## src/rtl/core/necd_pkg.sv

```systemverilog
// Shared types and constants for the NEC IR frame decoder.
package necd_pkg;

  // Nominal durations and tolerance, in microsecond ticks
  localparam logic [15:0] MARGIN       = 16'd150;
  localparam logic [15:0] NOM_LEADER   = 16'd9000;
  localparam logic [15:0] NOM_HALF     = 16'd4500;
  localparam logic [15:0] NOM_QUARTER  = 16'd2250;
  localparam logic [15:0] NOM_BIT_MARK = 16'd562;
  localparam logic [15:0] NOM_BIT_ONE  = 16'd1675;

  // Frame lengths and symbol positions
  localparam logic [5:0] FRAME_NORMAL  = 6'd34;
  localparam logic [5:0] FRAME_REPEAT  = 6'd2;
  localparam logic [5:0] COUNT_MAX     = 6'd63;
  localparam logic [5:0] DATA_LAST_POS = 6'd32;

  // Queue between classifier and frame engine
  localparam int unsigned FIFO_DEPTH = 2;

  // Register byte addresses
  localparam logic [2:0] REG_SHORT_LEADER = 3'd0;

  typedef enum logic [1:0] {
    STATUS_NORMAL = 2'd0,
    STATUS_REPEAT = 2'd1,
    STATUS_REJECT = 2'd2
  } necd_status_e;

  // Classified symbol
  typedef struct packed {
    logic is_leader;
    logic is_repeat;
    logic is_one;
    logic is_zero;
    logic last;
  } necd_sym_t;

  // Strictly within MARGIN of nominal
  function automatic logic near_f(logic [15:0] v, logic [15:0] nom);
    near_f = (v > (nom - MARGIN)) && (v < (nom + MARGIN));
  endfunction

endpackage

```

## src/rtl/core/necd_front.sv

```systemverilog
// Symbol classifier: judges mark and space durations against the NEC nominals.
module necd_front import necd_pkg::*; #(
  parameter int unsigned DURATION_WIDTH = 15
) (
  input  logic [DURATION_WIDTH-1:0] mark_i,
  input  logic [DURATION_WIDTH-1:0] space_i,
  input  logic                      last_i,
  input  logic                      short_leader_i,
  output necd_sym_t                 sym_o
);

  logic [15:0] mark_w;
  logic [15:0] space_w;
  logic        bit_mark;

  assign mark_w   = 16'(mark_i);
  assign space_w  = 16'(space_i);
  assign bit_mark = near_f(mark_w, NOM_BIT_MARK);

  always_comb begin
    if (short_leader_i) begin
      sym_o.is_leader = near_f(mark_w, NOM_HALF) && near_f(space_w, NOM_HALF);
      sym_o.is_repeat = near_f(mark_w, NOM_QUARTER) && near_f(space_w, NOM_QUARTER);
    end else begin
      sym_o.is_leader = near_f(mark_w, NOM_LEADER) && near_f(space_w, NOM_HALF);
      sym_o.is_repeat = near_f(mark_w, NOM_LEADER) && near_f(space_w, NOM_QUARTER);
    end
    sym_o.is_one  = bit_mark && near_f(space_w, NOM_BIT_ONE);
    sym_o.is_zero = bit_mark && near_f(space_w, NOM_BIT_MARK);
    sym_o.last    = last_i;
  end

endmodule

```

## src/rtl/core/necd_fifo.sv

```systemverilog
// Short queue of classified symbols between classifier and frame engine.
module necd_fifo import necd_pkg::*; (
  input  logic      clk_i,
  input  logic      rst_ni,
  input  logic      push_i,
  input  necd_sym_t push_data_i,
  output logic      full_o,
  input  logic      pop_i,
  output logic      valid_o,
  output necd_sym_t pop_data_o
);

  localparam int unsigned PTR_W = (FIFO_DEPTH > 1) ? $clog2(FIFO_DEPTH) : 1;
  localparam int unsigned CNT_W = $clog2(FIFO_DEPTH + 1);

  necd_sym_t        mem_q [FIFO_DEPTH];
  logic [PTR_W-1:0] wr_ptr_q, wr_ptr_d;
  logic [PTR_W-1:0] rd_ptr_q, rd_ptr_d;
  logic [CNT_W-1:0] count_q, count_d;
  logic             do_push, do_pop;

  assign full_o     = (count_q == CNT_W'(FIFO_DEPTH));
  assign valid_o    = (count_q != '0);
  assign pop_data_o = mem_q[rd_ptr_q];
  assign do_push    = push_i && !full_o;
  assign do_pop     = pop_i && valid_o;

  function automatic logic [PTR_W-1:0] inc_f(logic [PTR_W-1:0] p);
    inc_f = (p == PTR_W'(FIFO_DEPTH - 1)) ? '0 : p + 1'b1;
  endfunction

  always_comb begin
    wr_ptr_d = do_push ? inc_f(wr_ptr_q) : wr_ptr_q;
    rd_ptr_d = do_pop ? inc_f(rd_ptr_q) : rd_ptr_q;
    count_d  = count_q;
    if (do_push && !do_pop) begin
      count_d = count_q + 1'b1;
    end else if (do_pop && !do_push) begin
      count_d = count_q - 1'b1;
    end
  end

  always_ff @(posedge clk_i or negedge rst_ni) begin
    if (!rst_ni) begin
      wr_ptr_q <= '0;
      rd_ptr_q <= '0;
      count_q  <= '0;
    end else begin
      wr_ptr_q <= wr_ptr_d;
      rd_ptr_q <= rd_ptr_d;
      count_q  <= count_d;
    end
  end

  always_ff @(posedge clk_i) begin
    if (do_push) begin
      mem_q[wr_ptr_q] <= push_data_i;
    end
  end

endmodule

```

## src/rtl/core/necd_back.sv

```systemverilog
// Frame engine: counts symbols, gathers data bits and issues one result per frame.
module necd_back import necd_pkg::*; (
  input  logic         clk_i,
  input  logic         rst_ni,
  input  logic         sym_valid_i,
  input  necd_sym_t    sym_i,
  output logic         sym_pop_o,
  output logic         out_valid_o,
  input  logic         out_ready_i,
  output necd_status_e out_status_o,
  output logic [15:0]  out_address_o,
  output logic [7:0]   out_command_o
);

  logic [5:0]   count_q, count_d;
  logic [15:0]  addr_q, addr_d;
  logic [15:0]  cmd_q, cmd_d;
  logic         bad_q, bad_d;
  logic         leader_q, leader_d;
  logic         repeat_q, repeat_d;
  logic         out_valid_q, out_valid_d;
  necd_status_e status_q, status_d;
  logic [15:0]  out_addr_q, out_addr_d;
  logic [7:0]   out_cmd_q, out_cmd_d;
  logic [5:0]   pos_m1;
  logic         pop;

  assign pop       = sym_valid_i && (!out_valid_q || out_ready_i);
  assign sym_pop_o = pop;
  assign pos_m1    = count_q - 6'd1;

  always_comb begin
    count_d     = count_q;
    addr_d      = addr_q;
    cmd_d       = cmd_q;
    bad_d       = bad_q;
    leader_d    = leader_q;
    repeat_d    = repeat_q;
    out_valid_d = out_valid_q && !out_ready_i;
    status_d    = status_q;
    out_addr_d  = out_addr_q;
    out_cmd_d   = out_cmd_q;
    if (pop) begin
      if (count_q == '0) begin
        leader_d = sym_i.is_leader;
        repeat_d = sym_i.is_repeat;
      end else if (count_q <= DATA_LAST_POS) begin
        if (!sym_i.is_one && !sym_i.is_zero) begin
          bad_d = 1'b1;
        end
        if (sym_i.is_one) begin
          if (!pos_m1[4]) begin
            addr_d[pos_m1[3:0]] = 1'b1;
          end else begin
            cmd_d[pos_m1[3:0]] = 1'b1;
          end
        end
      end
      if (count_q != COUNT_MAX) begin
        count_d = count_q + 6'd1;
      end
      if (sym_i.last) begin
        out_valid_d = 1'b1;
        status_d    = STATUS_REJECT;
        out_addr_d  = '0;
        out_cmd_d   = '0;
        if (count_d == FRAME_NORMAL) begin
          if (leader_d && !bad_d && ((~cmd_d[15:8]) == cmd_d[7:0])) begin
            status_d   = STATUS_NORMAL;
            out_addr_d = addr_d;
            out_cmd_d  = cmd_d[7:0];
          end
        end else if (count_d == FRAME_REPEAT) begin
          if (repeat_d) begin
            status_d = STATUS_REPEAT;
          end
        end
        count_d  = '0;
        addr_d   = '0;
        cmd_d    = '0;
        bad_d    = 1'b0;
        leader_d = 1'b0;
        repeat_d = 1'b0;
      end
    end
  end

  always_ff @(posedge clk_i or negedge rst_ni) begin
    if (!rst_ni) begin
      count_q     <= '0;
      addr_q      <= '0;
      cmd_q       <= '0;
      bad_q       <= 1'b0;
      leader_q    <= 1'b0;
      repeat_q    <= 1'b0;
      out_valid_q <= 1'b0;
    end else begin
      count_q     <= count_d;
      addr_q      <= addr_d;
      cmd_q       <= cmd_d;
      bad_q       <= bad_d;
      leader_q    <= leader_d;
      repeat_q    <= repeat_d;
      out_valid_q <= out_valid_d;
    end
  end

  always_ff @(posedge clk_i) begin
    status_q   <= status_d;
    out_addr_q <= out_addr_d;
    out_cmd_q  <= out_cmd_d;
  end

  assign out_valid_o   = out_valid_q;
  assign out_status_o  = status_q;
  assign out_address_o = out_addr_q;
  assign out_command_o = out_cmd_q;

endmodule

```

## src/rtl/core/nec_ir_frame_decoder.sv

```systemverilog
// NEC IR frame decoder top level: classifier, symbol queue, frame engine, register port.
// Throughput: one symbol per cycle while no result waits to be taken; the frame engine retires one queued
// symbol each cycle unless a stalled result holds it. Result path: queue -> registered result (result reg).
// The two-entry queue lets the input side keep going while a result waits to be taken.
// Reset (rst_ni, async, active low) clears the queue, frame state, result valid and
// short_leader; no clearing pass is needed.
module nec_ir_frame_decoder import necd_pkg::*; #(
  parameter int unsigned DURATION_WIDTH = 15
) (
  input  logic                  clk_i,
  input  logic                  rst_ni,
  // Input symbols
  input  logic                  s_axis_tvalid,
  output logic                  s_axis_tready,
  // tdata: [DW-1:0] mark_duration, [2*DW-1:DW] space_duration, zero padding above
  input  logic [((2 * DURATION_WIDTH + 7) / 8) * 8 - 1:0] s_axis_tdata,
  input  logic                  s_axis_tlast,   // last_symbol
  // Results
  output logic                  m_axis_tvalid,
  input  logic                  m_axis_tready,
  // tdata: [15:0] address, [23:16] command
  output logic [23:0]           m_axis_tdata,
  // tuser: [1:0] frame_status
  output logic [1:0]            m_axis_tuser,
  // Register port
  input  logic                  psel,
  input  logic                  penable,
  input  logic                  pwrite,
  input  logic [2:0]            paddr,
  input  logic [31:0]           pwdata,
  output logic [31:0]           prdata,
  output logic                  pready
);

  logic         short_leader_q, short_leader_d;
  necd_sym_t    front_sym;
  necd_sym_t    queue_sym;
  logic         queue_full;
  logic         queue_valid;
  logic         queue_pop;
  logic         in_take;
  necd_status_e res_status;
  logic [15:0]  res_address;
  logic [7:0]   res_command;

  // Configuration: single bit register at byte address 0 (only paddr[2] is decoded, so 1 to 3 alias it)
  assign pready = 1'b1;
  always_comb begin
    short_leader_d = short_leader_q;
    if (psel && penable && pwrite && (paddr[2] == REG_SHORT_LEADER[2])) begin
      short_leader_d = pwdata[0];
    end
  end

  always_ff @(posedge clk_i or negedge rst_ni) begin
    if (!rst_ni) begin
      short_leader_q <= 1'b0;
    end else begin
      short_leader_q <= short_leader_d;
    end
  end

  assign prdata = (paddr[2] == REG_SHORT_LEADER[2]) ? {31'd0, short_leader_q} : 32'd0;

  // Front: classify each symbol as it is taken
  necd_front #(
    .DURATION_WIDTH(DURATION_WIDTH)
  ) u_front (
    .mark_i        (s_axis_tdata[DURATION_WIDTH-1:0]),
    .space_i       (s_axis_tdata[2*DURATION_WIDTH-1:DURATION_WIDTH]),
    .last_i        (s_axis_tlast),
    .short_leader_i(short_leader_q),
    .sym_o         (front_sym)
  );

  assign s_axis_tready = !queue_full;
  assign in_take       = s_axis_tvalid && s_axis_tready;

  necd_fifo u_fifo (
    .clk_i      (clk_i),
    .rst_ni     (rst_ni),
    .push_i     (in_take),
    .push_data_i(front_sym),
    .full_o     (queue_full),
    .pop_i      (queue_pop),
    .valid_o    (queue_valid),
    .pop_data_o (queue_sym)
  );

  // Back: frame state and result register
  necd_back u_back (
    .clk_i        (clk_i),
    .rst_ni       (rst_ni),
    .sym_valid_i  (queue_valid),
    .sym_i        (queue_sym),
    .sym_pop_o    (queue_pop),
    .out_valid_o  (m_axis_tvalid),
    .out_ready_i  (m_axis_tready),
    .out_status_o (res_status),
    .out_address_o(res_address),
    .out_command_o(res_command)
  );

  assign m_axis_tdata = {res_command, res_address};
  assign m_axis_tuser = res_status;

  // Only a normal frame carries address and command
  a_zero_unless_normal: assert property (@(posedge clk_i) disable iff (!rst_ni)
    (m_axis_tvalid && (m_axis_tuser != STATUS_NORMAL)) |-> (m_axis_tdata == 24'd0))
    else $error("non-normal result carries data");

  // Status code three is never issued
  a_status_range: assert property (@(posedge clk_i) disable iff (!rst_ni)
    m_axis_tvalid |-> (m_axis_tuser != 2'd3))
    else $error("undefined frame status");

  // A symbol leaves the queue only while one is held
  a_pop_needs_entry: assert property (@(posedge clk_i) disable iff (!rst_ni)
    queue_pop |-> queue_valid)
    else $error("pop from empty queue");

  // Full queue with a stalled output stays full next cycle
  a_full_holds: assert property (@(posedge clk_i) disable iff (!rst_ni)
    (queue_full && m_axis_tvalid && !m_axis_tready) |=> queue_full)
    else $error("queue drained while result stalled");

endmodule
```

## config.mk

```make
export PLATFORM = sky130hd
export DESIGN_NAME = nec_ir_frame_decoder
export DESIGN_NICKNAME = d
export VERILOG_FILES = /design/src/rtl/core/necd_pkg.sv /design/src/rtl/core/necd_front.sv /design/src/rtl/core/necd_fifo.sv /design/src/rtl/core/necd_back.sv /design/src/rtl/core/nec_ir_frame_decoder.sv
export SDC_FILE = /design/constraint.sdc
export NUM_CORES = 1
export LEC_CHECK = 0
export BUFFER_PORTS_ARGS = -buffer_cell sky130_fd_sc_hd__buf_4
export CORE_MARGIN = 5
export CORE_UTILIZATION = 50
export CTS_CLUSTER_SIZE = 40
export DETAILED_ROUTE_END_ITERATION = 8
export HOLD_SLACK_MARGIN = 0.06
export PLACE_DENSITY = 0.77
export SLEW_MARGIN = 20
export SYNTH_ARGS = -nofsm -noshare
export SYNTH_HDL_FRONTEND = slang
export SYNTH_SLANG_ARGS = --single-unit
```

## constraint.sdc

```tcl
create_clock -name clk_i -period 3.7 [get_ports clk_i]
set_input_delay 0.555 -clock clk_i [delete_from_list [all_inputs] [get_ports clk_i]]
set_output_delay 0.555 -clock clk_i [all_outputs]
set_load 0.03 [all_outputs]
```

==> run_results.csv <==
group,metric,value,unit
layout,drive_gt1_share,21.2,%
floorplan,io_pins,136,
worst_setup_path,crit_type,"reg -> reg",
timing,post-route-min-period,3.44,ns
floorplan,core,9280,µm²
layout,stdcell_count,701,
cts,postCtsSetupRepairBufs,0,
global_route,grt_pass1_wl,18.9,mm
cts,cts.hold.buffers_added,0,
global_route,track_usage,20.3,%
layout,n_antenna_cell,0,
layout,nNetsFinal,649,
timing,rsz0062_at_grt,"false",
detailed_routing,via_count,4002,
yosys,syn_area_per_cell,9.60,µm²
timing,finalCritPeriodShare,92.9,%
floorplan,die_w,108,µm
cts,cts_root_buf,"clkbuf_8",
placed_design,hpwlAfterDp,8.03,mm
global_route,antenna_found_initial,0,
power,p_switching,1.74,mW
global_route,grt_pass1_vias,3794,
layout,seqCellArea,2260,µm²
detailed_routing,drcViolationCount,0,
floorplan,start_util,51.4,%
timing,timing.fmax,291,MHz
global_route,grt_overflow,0,
timing,slew_viol_final,0,
min_path,hp-class,"in -> async",
layout,layout_commonest_cell,"buf_4",
worst_setup_path,startpoint_type,"register",
detailed_routing,first_pass_iters,6,
floorplan,die-area,11600,µm²
worst_setup_path,arrival,3.66,ns
floorplan,placementRows,35,
layout,final_util,59.9,%
detailed_routing,drtIter0Drc,263,
timing,setup-tns-final,0,ns
power,vdd_drop_max,0.000313,V
layout,final_cell_mix,"buf_4 (84), nor2_1 (80), a21oi_1 (61), dfrtp_1 (47), edfxtp_1 (36)",
power,switching_share,43.1,%
layout,multi_input_area,2230,µm²
timing,fin_skew,0.0139,ns
yosys,ys_types,66,
yosys,ys_warn_count,0,
cts,htreeDepth,3,
detailed_routing,wl,11.3,mm
placed_design,placed_cells,685,
detailed_routing,ant_nets,0,
power,power_frac_seq,34.5,%
yosys,async_flop_share,56.6,%
outcome,status,"finished clean",
yosys,yosysSeqAreaShare,47.3,%
yosys,netlist_area,4770,µm²
floorplan,die_y,108,µm
power,p_leak,2.32,nW
timing,setup_viol,0,
worst_setup_path,cp.required,3.92,ns
power,combPwrFrac,46.2,%
yosys,postSynthCellCount,497,
power,power_density,728,nW/µm²
yosys,ys_seq_elements,83,
cts,cts_resized,0,
placed_design,gp_congestion,0.926,
timing,relSlewSlack,48.1,%
cts,cts_tree,"built",
layout,area.growth.synth_to_final,16.7,%
timing,worst_pin_slew,0.759,ns
power,power.internal,2.31,mW
power,clkPwrFrac,19.3,%
worst_setup_path,endpoint_kind,"register",
detailed_routing,via_per_inst,5.71,
cts,cts_buffers,9,
cts,clock_sinks,83,
cts,clockBufferDepth,2,
layout,fillers,811,
worst_setup_path,critPathMaxFanout,15,
cts,insertion_delay,0.36,ns
global_route,grt_max_degree,60,
job,drv_cap,0,
timing,finalHoldViolCount,0,
yosys,synth_edf_count,36,
cts,clk_pin_slew,0.08,ns
placed_design,port_buffers,68,
yosys,yosys_most_used_dff,"dfrtp_1",
detailed_routing,wl_per_cell,16.1,µm
[path summary, 6_finish.rpt]
path,startpoint,end,slack (ns),cells after the start
setup / recovery,u_back.count_q[1],u_back.out_command_o[4],0.26,10
hold / removal,rst_ni,u_fifo.wr_ptr_q,0.21,1
setup reg to reg,u_back.count_q[1],u_back.out_command_o[4],0.26,10
hold reg to reg,u_back.repeat_q,u_back.repeat_q,0.49,2
max in group asynchronous,rst_ni,u_back.addr_q[15],3.05,1
min in group clk_i,s_axis_tlast,u_fifo.mem_q[0][0],0.38,1
[metal layers]
layer	track usage [%]	routed length (µm)	up-vias
li1	-	-	1885
met1	27.3	4710	1913
met2	33.2	5550	185
met3	3.18	800	19
met4	7.12	216	0
met5	0	0	-
[power groups by stage]
stage          sequential, mW  combinational [mW]  clock, mW
4_1_cts                  1.40                1.87      0.802
6_report                 1.40                1.87      0.781
3_3_place_gp             1.40                1.81          0
2_1_floorplan            1.61                1.10          0
5_1_grt                  1.43                2.02      0.837
3_5_place_dp             1.42                1.85          0
[sequential cells by signal (all words and copies together), names as in the netlist]
register,cells
u_back.addr_q,16
u_back.cmd_q,16
u_back.out_address_o,16
u_fifo.mem_q,10
u_back.out_command_o,8
u_back.count_q,6
u_back.out_status_o,2
u_fifo.count_q,2
short_leader_q,1
u_back.bad_q,1
u_back.leader_q,1
u_back.out_valid_o,1
u_back.repeat_q,1
u_fifo.rd_ptr_q,1
u_fifo.wr_ptr_q,1
[synthesized netlist by cell type (3+ instances only)]
cell      number  share of area [%]
nor4_2         4                1.0
nand3_1       14                1.5
nand4_1        6               0.79
buf_4         33                5.2
and3_1         4               0.52
nor4_1         9                1.2
clkbuf_1      14                1.1
nand2_1       20                1.6
nor2_1        81                6.4
o41ai_1        3               0.55
mux2_2         8                1.9
o311ai_0       3               0.55
a31oi_1        8                1.0
o21a_1         3               0.47
xnor2_1        8                1.5
nor3_1         9               0.94
nand2b_1       3               0.39
buf_2          4               0.42
o31ai_1        3               0.47
edfxtp_1      36                 23
o21ai_0       13                1.4
ha_1           7                1.8
nor2b_1        7               0.92
dfrtp_1       47                 25
nor3b_1        3               0.47
a211oi_1       7                1.1
xor2_1         4               0.73
a21o_1         4               0.63
mux2i_1        4               0.84
a21oi_1       61                6.4
and2_1         4               0.52
o211ai_1       4               0.63
inv_1         12               0.94
buf_6          3               0.71
or2_2          3               0.39
[kinds of logic after synthesis]
| logic type | count (synthesis) | synth area share, % |
|---|---|---|
| compound gates | 131 | 17.5 |
| buf+inv | 68 | 8.53 |
| mux | 12 | 2.73 |
| fa+ha+maj | 7 | 1.84 |
| xor+xnor | 13 | 2.54 |
| other cells | 2 | 0.157 |
| simple gates | 181 | 19.4 |
| flops | 83 | 47.3 |
[critical path: stages (launching register included)]
cell and delay (ns):
dfrtp_1 0.48, inv_1 0.17, ha_1 0.17, nor4b_4 0.28, xor2_2 0.65, nor4_2 0.17
o21bai_1 0.21, a2111oi_2 0.42, nand4_2 0.31, buf_4 0.29, nor2_1 0.13
[per-stage QoR]
step | cell area [µm²] | setup WS, ns | power, mW | hold slack [ns]
after floorplan | 4880 | 0.971 | 2.71 | 0.259
after global placement | 5320 | 0.388 | 3.22 | 0.458
after detailed placement | 5320 | 0.303 | 3.27 | 0.474
after CTS | 5560 | 0.255 | 4.08 | 0.225
after global routing | 5560 | 0.0355 | 4.29 | 0.259
final | 5560 | 0.261 | 4.05 | 0.209
[cell type report]
type,count,share of cell area (%)
Timing Repair Buffer,84,11.3
Multi-Input combinational cell,376,40.0
Clock buffer,10,2.29
Clock inverter,6,2.02
Inverter,13,0.877
Sequential cell,83,40.6
Tap cell,129,2.90
No activity file was read; power rests on OpenSTA's default activity.
